**config.mk**
```make
export PLATFORM = sky130hd
export DESIGN_NAME = terminal_line_editor_top
export DESIGN_NICKNAME = d
export VERILOG_FILES = /design/src/sv/tle_pkg.sv /design/src/sv/tle_front.sv /design/src/sv/tle_cmd_queue.sv /design/src/sv/tle_back.sv /design/src/sv/terminal_line_editor_top.sv
export SDC_FILE = /design/constraint.sdc
export NUM_CORES = 2
export LEC_CHECK = 0
export BUFFER_PORTS_ARGS = -buffer_cell sky130_fd_sc_hd__buf_2
export CORE_UTILIZATION = 45
export CTS_BUF_LIST = sky130_fd_sc_hd__clkbuf_8
export DETAILED_ROUTE_END_ITERATION = 16
export HOLD_SLACK_MARGIN = 0.12
export PLACE_DENSITY = 0.63
export RECOVER_POWER = 50
export SLEW_MARGIN = 0
export SYNTH_ARGS = -nofsm -noshare
export SYNTH_HDL_FRONTEND = slang
export SYNTH_MEMORY_MAX_BITS = 65536
export SYNTH_SLANG_ARGS = --single-unit
```
**constraint.sdc**
```tcl
create_clock -name i_clk -period 7.6 [get_ports i_clk]
set_input_delay 1.14 -clock i_clk [delete_from_list [all_inputs] [get_ports i_clk]]
set_output_delay 1.14 -clock i_clk [all_outputs]
set_load 0.005 [all_outputs]
```
**src/sv/tle_pkg.sv**
```systemverilog
// shared types, character codes and echo tables for the terminal line editor
`timescale 1ns / 1ps

package tle_pkg;

    // character codes
    localparam logic [7:0] CH_BS    = 8'h08;
    localparam logic [7:0] CH_LF    = 8'h0a;
    localparam logic [7:0] CH_CR    = 8'h0d;
    localparam logic [7:0] CH_ETX   = 8'h03;
    localparam logic [7:0] CH_SP    = 8'h20;
    localparam logic [7:0] CH_CARET = 8'h5e;
    localparam logic [7:0] CH_C     = 8'h43;
    localparam logic [7:0] CH_DEL   = 8'h7f;

    // request selector on the input stream
    localparam logic REQ_EDIT = 1'b0;
    localparam logic REQ_READ = 1'b1;

    // command classes passed from front to back
    typedef enum logic [2:0] {
        OP_READ,
        OP_LINE_END,
        OP_ERASE,
        OP_INTR,
        OP_CHAR
    } t_op;

    typedef struct packed {
        t_op        op;
        logic [7:0] ch;
    } t_cmd;

    // result kinds on the output stream
    typedef enum logic [1:0] {
        KIND_ECHO  = 2'd0,
        KIND_DATA  = 2'd1,
        KIND_EMPTY = 2'd2
    } t_kind;

    // echo character for a given step of a command
    function automatic logic [7:0] echo_byte(input t_op op, input logic [1:0] step,
                                             input logic [7:0] ch);
        logic [7:0] b;
        b = ch;
        case (op)
            OP_LINE_END: b = (step == 2'd0) ? CH_CR : CH_LF;
            OP_ERASE:    b = (step == 2'd1) ? CH_SP : CH_BS;
            OP_INTR: begin
                case (step)
                    2'd0:    b = CH_CARET;
                    2'd1:    b = CH_C;
                    2'd2:    b = CH_CR;
                    default: b = CH_LF;
                endcase
            end
            default:     b = ch;
        endcase
        return b;
    endfunction

    // index of the final echo step of a command
    function automatic logic [1:0] echo_last(input t_op op);
        logic [1:0] s;
        case (op)
            OP_LINE_END: s = 2'd1;
            OP_ERASE:    s = 2'd2;
            OP_INTR:     s = 2'd3;
            default:     s = 2'd0;
        endcase
        return s;
    endfunction

endpackage

```
**src/sv/tle_front.sv**
```systemverilog
// input side: accepts request beats and classifies them into commands
`timescale 1ns / 1ps

module tle_front (
    input  logic         i_s_tvalid,
    output logic         o_s_tready,
    input  logic [7:0]   i_s_tdata,
    input  logic         i_s_tuser,
    output logic         o_q_valid,
    input  logic         i_q_ready,
    output tle_pkg::t_cmd o_q_cmd
);
    import tle_pkg::*;

    // handshake passes straight into the queue
    assign o_s_tready = i_q_ready;
    assign o_q_valid  = i_s_tvalid;

    // classify the received character
    always_comb begin
        o_q_cmd.ch = i_s_tdata;
        if (i_s_tuser == REQ_READ) begin
            o_q_cmd.op = OP_READ;
        end else begin
            case (i_s_tdata) inside
                CH_CR, CH_LF:   o_q_cmd.op = OP_LINE_END;
                CH_BS, CH_DEL:  o_q_cmd.op = OP_ERASE;
                CH_ETX:         o_q_cmd.op = OP_INTR;
                default:        o_q_cmd.op = OP_CHAR;
            endcase
        end
    end

endmodule

```
**src/sv/tle_cmd_queue.sv**
```systemverilog
// two-entry command queue between the front and back parts
`timescale 1ns / 1ps

module tle_cmd_queue (
    input  logic          i_clk,
    input  logic          i_rst_n,
    input  logic          i_push_valid,
    output logic          o_push_ready,
    input  tle_pkg::t_cmd i_push_cmd,
    output logic          o_pop_valid,
    input  logic          i_pop_ready,
    output tle_pkg::t_cmd o_pop_cmd
);
    import tle_pkg::*;

    t_cmd       r_mem [2];
    logic       r_wp;
    logic       r_rp;
    logic [1:0] r_cnt;
    logic       w_push;
    logic       w_pop;

    assign o_push_ready = (r_cnt != 2'd2);
    assign o_pop_valid  = (r_cnt != 2'd0);
    assign o_pop_cmd    = r_mem[r_rp];
    assign w_push       = i_push_valid && o_push_ready;
    assign w_pop        = o_pop_valid && i_pop_ready;

    // pointers and occupancy
    always_ff @(posedge i_clk) begin
        if (!i_rst_n) begin
            r_wp  <= 1'b0;
            r_rp  <= 1'b0;
            r_cnt <= 2'd0;
        end else begin
            if (w_push) begin
                r_wp <= ~r_wp;
            end
            if (w_pop) begin
                r_rp <= ~r_rp;
            end
            if (w_push && !w_pop) begin
                r_cnt <= r_cnt + 2'd1;
            end else if (w_pop && !w_push) begin
                r_cnt <= r_cnt - 2'd1;
            end
        end
    end

    // entry storage
    always_ff @(posedge i_clk) begin
        if (w_push) begin
            r_mem[r_wp] <= i_push_cmd;
        end
    end

endmodule

```
**src/sv/tle_back.sv**
```systemverilog
// back part: line store, committed-line ring, echo sequencer and result register
`timescale 1ns / 1ps

module tle_back #(
    parameter int LINE_SIZE = 256,
    parameter int RING_SIZE = 256
) (
    input  logic           i_clk,
    input  logic           i_rst_n,
    input  logic           i_cmd_valid,
    output logic           o_cmd_ready,
    input  tle_pkg::t_cmd  i_cmd,
    input  logic           i_cfg_valid,
    input  logic           i_cfg_data,
    output logic           o_m_valid,
    input  logic           i_m_ready,
    output logic [7:0]     o_m_data,
    output tle_pkg::t_kind o_m_kind,
    output logic           o_m_last
);
    import tle_pkg::*;

    localparam int LW = $clog2(LINE_SIZE);
    localparam int RW = $clog2(RING_SIZE);
    localparam logic [LW:0]   LINE_LIMIT = (LW + 1)'(LINE_SIZE);
    localparam logic [RW-1:0] RING_LAST  = RW'(RING_SIZE - 1);
    localparam logic [RW:0]   RING_FULL  = (RW + 1)'(RING_SIZE);

    typedef enum logic [2:0] {
        S_IDLE,
        S_WALK,
        S_ECHO,
        S_RDATA,
        S_EMPTY
    } t_state;

    t_state        r_state,    n_state;
    t_op           r_op,       n_op;
    logic [7:0]    r_ch,       n_ch;
    logic [1:0]    r_step,     n_step;
    logic [LW-1:0] r_len,      n_len;
    logic [LW-1:0] r_walk_i,   n_walk_i;
    logic [LW-1:0] r_walk_len, n_walk_len;
    logic          r_lrd_v,    n_lrd_v;
    logic [RW-1:0] r_wr_idx,   n_wr_idx;
    logic [RW-1:0] r_rd_idx,   n_rd_idx;
    logic [RW:0]   r_fill,     n_fill;
    logic          r_echo,     n_echo;
    logic          r_m_valid,  n_m_valid;
    logic [7:0]    r_m_data,   n_m_data;
    t_kind         r_m_kind,   n_m_kind;
    logic          r_m_last,   n_m_last;

    logic [7:0] line_mem [LINE_SIZE];
    logic [7:0] ring_mem [RING_SIZE];
    logic [7:0] r_line_q;
    logic [7:0] r_ring_q;

    logic       w_line_we;
    logic       w_line_re;
    logic       w_ring_re;
    logic       w_push;
    logic [7:0] w_push_byte;
    logic       w_pop;
    logic       w_out_free;

    function automatic logic [RW-1:0] ring_inc(input logic [RW-1:0] v);
        return (v == RING_LAST) ? '0 : v + RW'(1);
    endfunction

    assign o_cmd_ready = (r_state == S_IDLE);
    assign w_out_free  = !r_m_valid || i_m_ready;
    assign o_m_valid   = r_m_valid;
    assign o_m_data    = r_m_data;
    assign o_m_kind    = r_m_kind;
    assign o_m_last    = r_m_last;

    // sequencer next state
    always_comb begin
        n_state    = r_state;
        n_op       = r_op;
        n_ch       = r_ch;
        n_step     = r_step;
        n_len      = r_len;
        n_walk_i   = r_walk_i;
        n_walk_len = r_walk_len;
        n_lrd_v    = 1'b0;
        n_echo     = i_cfg_valid ? i_cfg_data : r_echo;
        n_m_valid  = r_m_valid && !i_m_ready;
        n_m_data   = r_m_data;
        n_m_kind   = r_m_kind;
        n_m_last   = r_m_last;
        w_line_we  = 1'b0;
        w_line_re  = 1'b0;
        w_ring_re  = 1'b0;
        w_push     = 1'b0;
        w_push_byte = CH_LF;
        w_pop      = 1'b0;

        case (r_state)
            S_IDLE: begin
                if (i_cmd_valid) begin
                    n_op   = i_cmd.op;
                    n_ch   = i_cmd.ch;
                    n_step = 2'd0;
                    case (i_cmd.op)
                        OP_READ: begin
                            if (r_fill == '0) begin
                                n_state = S_EMPTY;
                            end else begin
                                w_ring_re = 1'b1;
                                w_pop     = 1'b1;
                                n_state   = S_RDATA;
                            end
                        end
                        OP_LINE_END: begin
                            n_walk_len = r_len;
                            n_walk_i   = '0;
                            n_len      = '0;
                            n_state    = S_WALK;
                        end
                        OP_ERASE: begin
                            if (r_len != '0) begin
                                n_len = r_len - LW'(1);
                                if (r_echo) begin
                                    n_state = S_ECHO;
                                end
                            end
                        end
                        OP_INTR: begin
                            n_len       = '0;
                            w_push      = 1'b1;
                            w_push_byte = CH_ETX;
                            if (r_echo) begin
                                n_state = S_ECHO;
                            end
                        end
                        default: begin
                            // append unless the line is at its limit
                            if ({1'b0, r_len} + (LW + 1)'(1) < LINE_LIMIT) begin
                                w_line_we = 1'b1;
                                n_len     = r_len + LW'(1);
                                if (r_echo) begin
                                    n_state = S_ECHO;
                                end
                            end
                        end
                    endcase
                end
            end
            S_WALK: begin
                // read stage runs ahead of the push stage, which takes the byte registered in r_line_q
                w_line_re = (r_walk_i != r_walk_len);
                n_lrd_v   = w_line_re;
                if (w_line_re) begin
                    n_walk_i = r_walk_i + LW'(1);
                end
                if (r_lrd_v) begin
                    w_push      = 1'b1;
                    w_push_byte = r_line_q;
                end else if (!w_line_re) begin
                    w_push      = 1'b1;
                    w_push_byte = CH_LF;
                    n_state     = r_echo ? S_ECHO : S_IDLE;
                end
            end
            S_ECHO: begin
                if (w_out_free) begin
                    n_m_valid = 1'b1;
                    n_m_kind  = KIND_ECHO;
                    n_m_data  = echo_byte(r_op, r_step, r_ch);
                    n_m_last  = (r_step == echo_last(r_op));
                    if (r_step == echo_last(r_op)) begin
                        n_state = S_IDLE;
                    end else begin
                        n_step = r_step + 2'd1;
                    end
                end
            end
            S_RDATA: begin
                if (w_out_free) begin
                    n_m_valid = 1'b1;
                    n_m_kind  = KIND_DATA;
                    n_m_data  = r_ring_q;
                    n_m_last  = 1'b1;
                    n_state   = S_IDLE;
                end
            end
            S_EMPTY: begin
                if (w_out_free) begin
                    n_m_valid = 1'b1;
                    n_m_kind  = KIND_EMPTY;
                    n_m_data  = '0;
                    n_m_last  = 1'b1;
                    n_state   = S_IDLE;
                end
            end
            default: begin
                n_state = S_IDLE;
            end
        endcase
    end

    // ring indexes and fill, a push on a full ring drops the oldest byte
    always_comb begin
        n_wr_idx = r_wr_idx;
        n_rd_idx = r_rd_idx;
        n_fill   = r_fill;
        if (w_push) begin
            n_wr_idx = ring_inc(r_wr_idx);
            if (r_fill == RING_FULL) begin
                n_rd_idx = ring_inc(r_rd_idx);
            end else begin
                n_fill = r_fill + (RW + 1)'(1);
            end
        end else if (w_pop) begin
            n_rd_idx = ring_inc(r_rd_idx);
            n_fill   = r_fill - (RW + 1)'(1);
        end
    end

    // state and result register
    always_ff @(posedge i_clk) begin
        if (!i_rst_n) begin
            r_state   <= S_IDLE;
            r_len     <= '0;
            r_lrd_v   <= 1'b0;
            r_wr_idx  <= '0;
            r_rd_idx  <= '0;
            r_fill    <= '0;
            r_echo    <= 1'b1;
            r_m_valid <= 1'b0;
        end else begin
            r_state   <= n_state;
            r_len     <= n_len;
            r_lrd_v   <= n_lrd_v;
            r_wr_idx  <= n_wr_idx;
            r_rd_idx  <= n_rd_idx;
            r_fill    <= n_fill;
            r_echo    <= n_echo;
            r_m_valid <= n_m_valid;
        end
        r_op       <= n_op;
        r_ch       <= n_ch;
        r_step     <= n_step;
        r_walk_i   <= n_walk_i;
        r_walk_len <= n_walk_len;
        r_m_data   <= n_m_data;
        r_m_kind   <= n_m_kind;
        r_m_last   <= n_m_last;
    end

    // pending line memory
    always_ff @(posedge i_clk) begin
        if (w_line_we) begin
            line_mem[r_len] <= i_cmd.ch;
        end
        if (w_line_re) begin
            r_line_q <= line_mem[r_walk_i];
        end
    end

    // committed byte ring memory
    always_ff @(posedge i_clk) begin
        if (w_push) begin
            ring_mem[r_wr_idx] <= w_push_byte;
        end
        if (w_ring_re) begin
            r_ring_q <= ring_mem[r_rd_idx];
        end
    end

endmodule

```
**src/sv/terminal_line_editor_top.sv**
```systemverilog
// top level of the canonical-mode terminal line editor
//
// channel   dir  handshake                      payload
// s_axis    in   i_s_axis_tvalid/o_s_axis_tready  tdata rx_byte, tuser req_type
// m_axis    out  o_m_axis_tvalid/i_m_axis_tready  tdata out_byte, tuser result_kind,
//                                                 tlast last
// cfg       in   i_cfg_valid/o_cfg_ready          data echo_enable
//
// an edit beat passes through the queue to the back part, which then sends its echo
// results if echo is enabled; a read answers from the ring; a line commit walks
// the line memory via its single read port, one ring push a cycle, then pushes LF
// reset is synchronous and active low; no clearing pass, memories start undefined
// a stalled m_axis holds the back part only while a result waits; the two-entry
// queue keeps s_axis accepting until it is full
`timescale 1ns / 1ps

module terminal_line_editor_top #(
    parameter int LINE_SIZE = 256,
    parameter int RING_SIZE = 256
) (
    input  logic       i_clk,
    input  logic       i_rst_n,
    input  logic       i_s_axis_tvalid,
    output logic       o_s_axis_tready,
    input  logic [7:0] i_s_axis_tdata,   // [7:0] rx_byte
    input  logic [0:0] i_s_axis_tuser,   // [0] req_type
    output logic       o_m_axis_tvalid,
    input  logic       i_m_axis_tready,
    output logic [7:0] o_m_axis_tdata,   // [7:0] out_byte
    output logic [1:0] o_m_axis_tuser,   // [1:0] result_kind
    output logic       o_m_axis_tlast,
    input  logic       i_cfg_valid,
    output logic       o_cfg_ready,
    input  logic [0:0] i_cfg_data        // [0] echo_enable
);
    import tle_pkg::*;

    logic  w_fq_valid;
    logic  w_fq_ready;
    t_cmd  w_fq_cmd;
    logic  w_qb_valid;
    logic  w_qb_ready;
    t_cmd  w_qb_cmd;
    t_kind w_kind;

    assign o_cfg_ready    = 1'b1;
    assign o_m_axis_tuser = w_kind;

    // classify incoming beats
    tle_front u_front (
        .i_s_tvalid (i_s_axis_tvalid),
        .o_s_tready (o_s_axis_tready),
        .i_s_tdata  (i_s_axis_tdata),
        .i_s_tuser  (i_s_axis_tuser[0]),
        .o_q_valid  (w_fq_valid),
        .i_q_ready  (w_fq_ready),
        .o_q_cmd    (w_fq_cmd)
    );

    // decoupling queue
    tle_cmd_queue u_queue (
        .i_clk        (i_clk),
        .i_rst_n      (i_rst_n),
        .i_push_valid (w_fq_valid),
        .o_push_ready (w_fq_ready),
        .i_push_cmd   (w_fq_cmd),
        .o_pop_valid  (w_qb_valid),
        .i_pop_ready  (w_qb_ready),
        .o_pop_cmd    (w_qb_cmd)
    );

    // execute commands
    tle_back #(
        .LINE_SIZE (LINE_SIZE),
        .RING_SIZE (RING_SIZE)
    ) u_back (
        .i_clk       (i_clk),
        .i_rst_n     (i_rst_n),
        .i_cmd_valid (w_qb_valid),
        .o_cmd_ready (w_qb_ready),
        .i_cmd       (w_qb_cmd),
        .i_cfg_valid (i_cfg_valid),
        .i_cfg_data  (i_cfg_data[0]),
        .o_m_valid   (o_m_axis_tvalid),
        .i_m_ready   (i_m_axis_tready),
        .o_m_data    (o_m_axis_tdata),
        .o_m_kind    (w_kind),
        .o_m_last    (o_m_axis_tlast)
    );

endmodule

```
# [Yosys cells after proc, flatten, opt, wreduce, memory -nomap -nowiden]
# Memories as Yosys holds them, arrays and structs flattened. A register that Yosys moved wholly into a read port is not among the register bits.
# Index checks and enable logic that the tools add are counted.
[word_totals] ff_bits=83 mem_bits_rw=4118 in_bits=15 output_inout_bits=14 mem_count=3
[classes] addsub=11 order_cmp=1 n_eq_ne=39 muxes=84 n_bitwise=3 reduce_logical=39
[mem_list] memory="u_back.line_mem" words=256 word_bits=8 rd=1 rd_ports_with_merged_regs=1 write_ports=1 line="tle_back.sv:54" text="logic [7:0] line_mem [LINE_SIZE];"
[mem_list] memory="u_back.ring_mem" words=256 word_bits=8 rd=1 rd_ports_with_merged_regs=1 write_ports=1 line="tle_back.sv:55" text="logic [7:0] ring_mem [RING_SIZE];"
[mem_list] memory="u_queue.r_mem" words=2 word_bits=11 rd=1 rd_ports_with_merged_regs=1 write_ports=1 line="tle_cmd_queue.sv:16" text="t_cmd r_mem [2];"
[op_table] cell="$mux 8" n=15
[op_table] cell="$pmux 8 s3" n=3
[op_table] cell="$mux 3" n=15
[op_table] cell="$add 8x1->8 const B" n=4
[op_table] cell="$pmux 8 s2" n=2
[op_table] cell="$mux 9" n=3
[op_table] cell="$mux 1" n=25
[op_table] cell="$eq 8x4->1 const B" n=3
[op_table] cell="$pmux 3 s4" n=2
[op_table] cell="$mux 2" n=11
[op_table] cell="$pmux 7 s3" n=1
[op_table] cell="$eq 3x2->1 const B" n=6
[op_table] cell="$ne 2x1->1 const B" n=9
[op_table] cell="$eq 8x8->1 const B" n=2
[op_table] cell="$ne 2x2->1 const B" n=6
[op_table] cell="$pmux 2 s3" n=2
[op_table] cell="$reduce_and 4->1" n=3
[op_table] cell="$reduce_bool 2->1" n=6
[op_table] cell="$add 8x1->9 const B" n=1
[op_table] cell="$add 9x1->9 const B" n=1
[op_table] cell="$eq 3x1->1 const B" n=3
[op_table] cell="$eq 9x9->1 const B" n=1
[op_table] cell="$logic_not 9->1" n=1
[op_table] cell="$lt 9x9->1 const B" n=1
[op_table] cell="other kinds (32)" n=51

# [Depth between registers and ports, before layout]
[logic_depth] word_depth=8 depth_mapped=15 mapped_depth_nobuf=14

# [Cells and area by module]
# Synthesis repeated with hierarchy kept, for this count alone.
[unflattened] hier_cells=8175 hier_area_um2=165426.2
[modules_own_cells] module="tle_back" n_inst=1 cells_each=8087 area_each_um2=164166.2 seq_area_each_um2=125460.3
[modules_own_cells] module="tle_cmd_queue" n_inst=1 cells_each=58 area_each_um2=1032.2 seq_area_each_um2=760.7
[modules_own_cells] module="tle_front" n_inst=1 cells_each=28 area_each_um2=216.5 seq_area_each_um2=0.0
[modules_own_cells] module="terminal_line_editor_top" n_inst=1 cells_each=2 area_each_um2=11.3 seq_area_each_um2=0.0

# [Least setup slack after synthesis]
# Ideal clock, no wire load.
[synth_path] path_kind="reg2reg" start="register u_back.r_state[1]" end="memory u_back.ring_mem[0][3], data pin" setup_ps=907 arrival_time_ps=4554 required_ps=6693 setup_slack_ps=2139 stages_incl_launch_ff=7 path_buffers=1 cell_sequence="dfxtp_1 buf_2 nor3_4 o21ai_2 inv_1 nand3_1 o31a_1"
[synth_via] elab_chain_cells=2
[synth_rtl] item="start, declared" line="tle_back.sv:37" text="t_state r_state, n_state;"
[synth_rtl] item="start signal, assigned" line="tle_back.sv:234" text="r_state <= n_state;"
[synth_rtl] item="$eq 3x1->1 / $logic_not 3->1 (equally long branches)" line="tle_back.sv:100" text="case (r_state)"
[synth_rtl] item="$pmux 8 s2 *" line="tle_back.sv:100"
[synth_rtl] item="named net u_back.w_push_byte[3]" line="tle_back.sv:63" text="logic [7:0] w_push_byte;"
[synth_rtl] item="end, declared" line="tle_back.sv:55"
# Mark *: on every way through the listed nets, which the timed path passes. The rest lies on a longest branch.

# [Worst setup path in the final report]
[layout_path] start="register u_back.r_state[2]" end="memory u_back.ring_mem[90][1], data pin"
# Same word-level chain as after synthesis.

==> metrics.cfg <==
[drt]
route.met2.wl_um=216100
wl_met3_um=42030
drc=0
vias=86442
wl_met1_um=175500
topRoutingLayerUsed=met5
avgRoutedWirePerCell_um=32.54
ant_nets=0
drt_iter0_markers=10628
via_per_inst=6.176
first_pass_iters=6
wirelength_um=455500

[floorplan]
coreArea_um2=366400
start_util=0.4528
die_x_um=609.2
ioPinCount=29
dieArea_um2=371100
die_y_um=609.2
row_count=222

[finish]
final_nets=8723
finish.instance_area_um2=182300
syn2layout_area_growth_pct=9.904
finalNonFillerCells=13996
drive_gt1_frac=0.2016
final.fill_count=29391

[synth]
synth_area_um2=165900
synth_area_leader_cell=edfxtp_1
synthFlopType=edfxtp_1
yosys-top-cells-count=4174 x edfxtp_1, 782 x mux4_2, 633 x nor2_1
synth-seq-cells=4218
async_flop_share=0
yosysWarningCount=0
netlist.area_leader.share=0.7555
ys_seq_area_frac=0.7608
netlist_instances=8284
netlist_top_cells_area=edfxtp_1 76%, mux4_2 11%, mux2i_1 2.9%
synth-edff-count=4174
post-synth-top-count-cell=edfxtp_1
synth.avg_cell_area_um2=20.03
synth_cell_types=100

[clock_tree]
cts_hold_buffers=0
clock_path_buffers=4
cts_resized=0
cts_tree=yes
postCtsSetupBuffers=0
clk_latency_ns=1.09
cts.sinks=4218
clockRootBuffer=clkbuf_8
cts_buffers=650
clkTransAtPathRegs_ns=0.06
htree_levels=6

[placed_design]
placed_cells=12843
dp_hpwl_um=273800
portBuffers=27
gp_congestion=0.8902
postPlaceCellArea_um2=171100

[critical_path]
critical_path.endpoint_type=flip-flop
path_delay_family=simple AND/OR/NAND/NOR gates
critPathKind=reg -> reg
path_buf_inv=2
path_max_fanout=72
slowest_delay_ns=2.81
cp.required_ns=8.23
start_kind=flip-flop
cpMaxStageDelayCell=or2_0
cp_cell_sequence=nor3_1 -> clkbuf_1 -> nand2_1 -> or2_0 -> clkbuf_2
arrival_ns=6.70

[status]
failed_checks=max-capacitance violations, max-slew violations
outcome=finished with violations

[sta]
setup_violations=0
tns_ns=0
post-route-min-period_ns=6.067
relSlewSlack=-1.673
hold_viol_final=0
report.final.slew_viol_count=1888
rsz0062_at_grt=no
fin_skew_ns=0.05336
fmaxAchievable_ghz=0.1648
tightest_slew_ns=4.010
period_share=0.7983
hold-worst-slack_ns=0.3064

[power]
combPwrFrac=0.141
p_int_mw=37.57
clock_power_share=0.335
power_density_nw_per_um2=283.2
pwr-share-seq=0.524
ir_worst_vdd_mv=0.2291
switchingPower_mw=14.06
swShare=0.2724
p_leak_nw=55.53

[global_route]
grt.total_usage=0.2412
grt_antenna_before_repair=15
grt_pass1_vias=86752
grt_pass1_wl_um=643000
overflow=0
grt_max_degree=150

[hold_path]
hold_path_class=in -> reg

[job]
cap_violations=27

-- power by group through the flow --
stage               Sequential [mW]  Clock, mW  Combinational (mW)
global route                   27.1       18.4                7.58
global placement               27.4          0                7.19
floorplan                      27.4          0                4.51
CTS                            27.0       17.5                7.32
finish                         27.1       17.3                7.28
detailed placement             27.4          0                7.30
-- per-stage QoR --
stage	worst slack [ns]	utilization	power (mW)
after CTS	2.469	0.4984	51.77
after global routing	1.298	0.4977	53.09
after global placement	2.179	0.4668	34.62
final	1.533	0.4977	51.63
after floorplan	2.139	-	31.94
after detailed placement	2.472	0.4669	34.75
-- cell usage in the layout (no fill, tap or decap), types with 56 or more instances in the layout --
cell and count:
a22oi_1 143, clkinv_1 162, inv_1 245, mux4_2 782
mux2i_1 487, o21ai_0 114, edfxtp_1 4174, o22ai_1 57
a21oi_1 235, nand3_1 70, clkinv_2 56, buf_4 151
nor2_1 628, nand2_1 212, a221oi_1 72, o221ai_1 83
clkbuf_8 671
-- flip-flops by register name (all words and copies together) (netlist names), 2 cells and up, named ones only --
| signal | cells |
|---|---|
| u_back.r_len | 8 |
| u_back.r_ch | 8 |
| u_back.r_step | 2 |
| u_back.r_wr_idx | 8 |
| u_back.ring_mem | 2048 |
| u_back.r_state | 3 |
| u_queue.r_cnt | 2 |
| u_back.r_op | 3 |
| u_back.r_rd_idx | 8 |
| u_back.line_mem | 2048 |
| u_back.o_m_data | 8 |
| u_back.r_walk_len | 8 |
| u_back.r_fill | 9 |
| u_back.o_m_kind | 2 |
| u_back.r_walk_i | 8 |
| u_queue.r_mem | 22 |
| u_back.r_line_q | 8 |
| u_back.r_ring_q | 8 |
-- cell families (layout without fill, tap and decap cells) --
logic type / after synthesis / after routing / synth area share
adders and majority gates: 29 / 29 / 0.002278
xor gates and xnor gates: 36 / 36 / 0.001900
other: 2 / 14 / 0.00004527
AOI/OAI and AO/OA: 947 / 947 / 0.03919
buffers and inverters: 527 / 1411 / 0.01973
muxes: 1347 / 1347 / 0.1445
DFF: 4218 / 4218 / 0.7608
and+or+nand+nor: 1178 / 1178 / 0.03160
-- worst paths after layout --
| kind | start | to | slack [ns] | depth (start not counted) |
|---|---|---|---|---|
| hold / removal | i_cfg_data | u_back.r_echo | 0.31 | 3 |
| hold reg to reg | u_back.r_fill[8] | u_back.r_fill[8] | 0.51 | 2 |
| setup reg to reg | u_back.r_state[2] | u_back.ring_mem[90][1] | 1.53 | 5 |
| setup / recovery | u_back.r_state[2] | u_back.ring_mem[90][1] | 1.53 | 5 |
-- area by class of cell --
cell class	instances	area, um^2	share of cell area
antenna	5	12.51	0.00006862
inverter	37	142.6	0.0007823
multi-input combinational	3546	36540	0.2004
clock buffer	671	9235	0.05065
tap	4816	6026	0.03305
sequential	4218	126200	0.6923
timing repair buffer	226	1819	0.009977
clock inverter	477	2320	0.01272
-- per-layer routing --
layer	GRT usage	vias up
met5	0.001421	-
met4	0.1064	10
met3	0.04835	984
met2	0.3822	5006
met1	0.3254	45345
li1	-	35097
-- worst min-delay path, stage by stage --
cell and delay, ns:
buf_2 0.08, mux2i_1 0.06, nand2_1 0.06
Note: power is estimated with default switching activity, not from simulation.
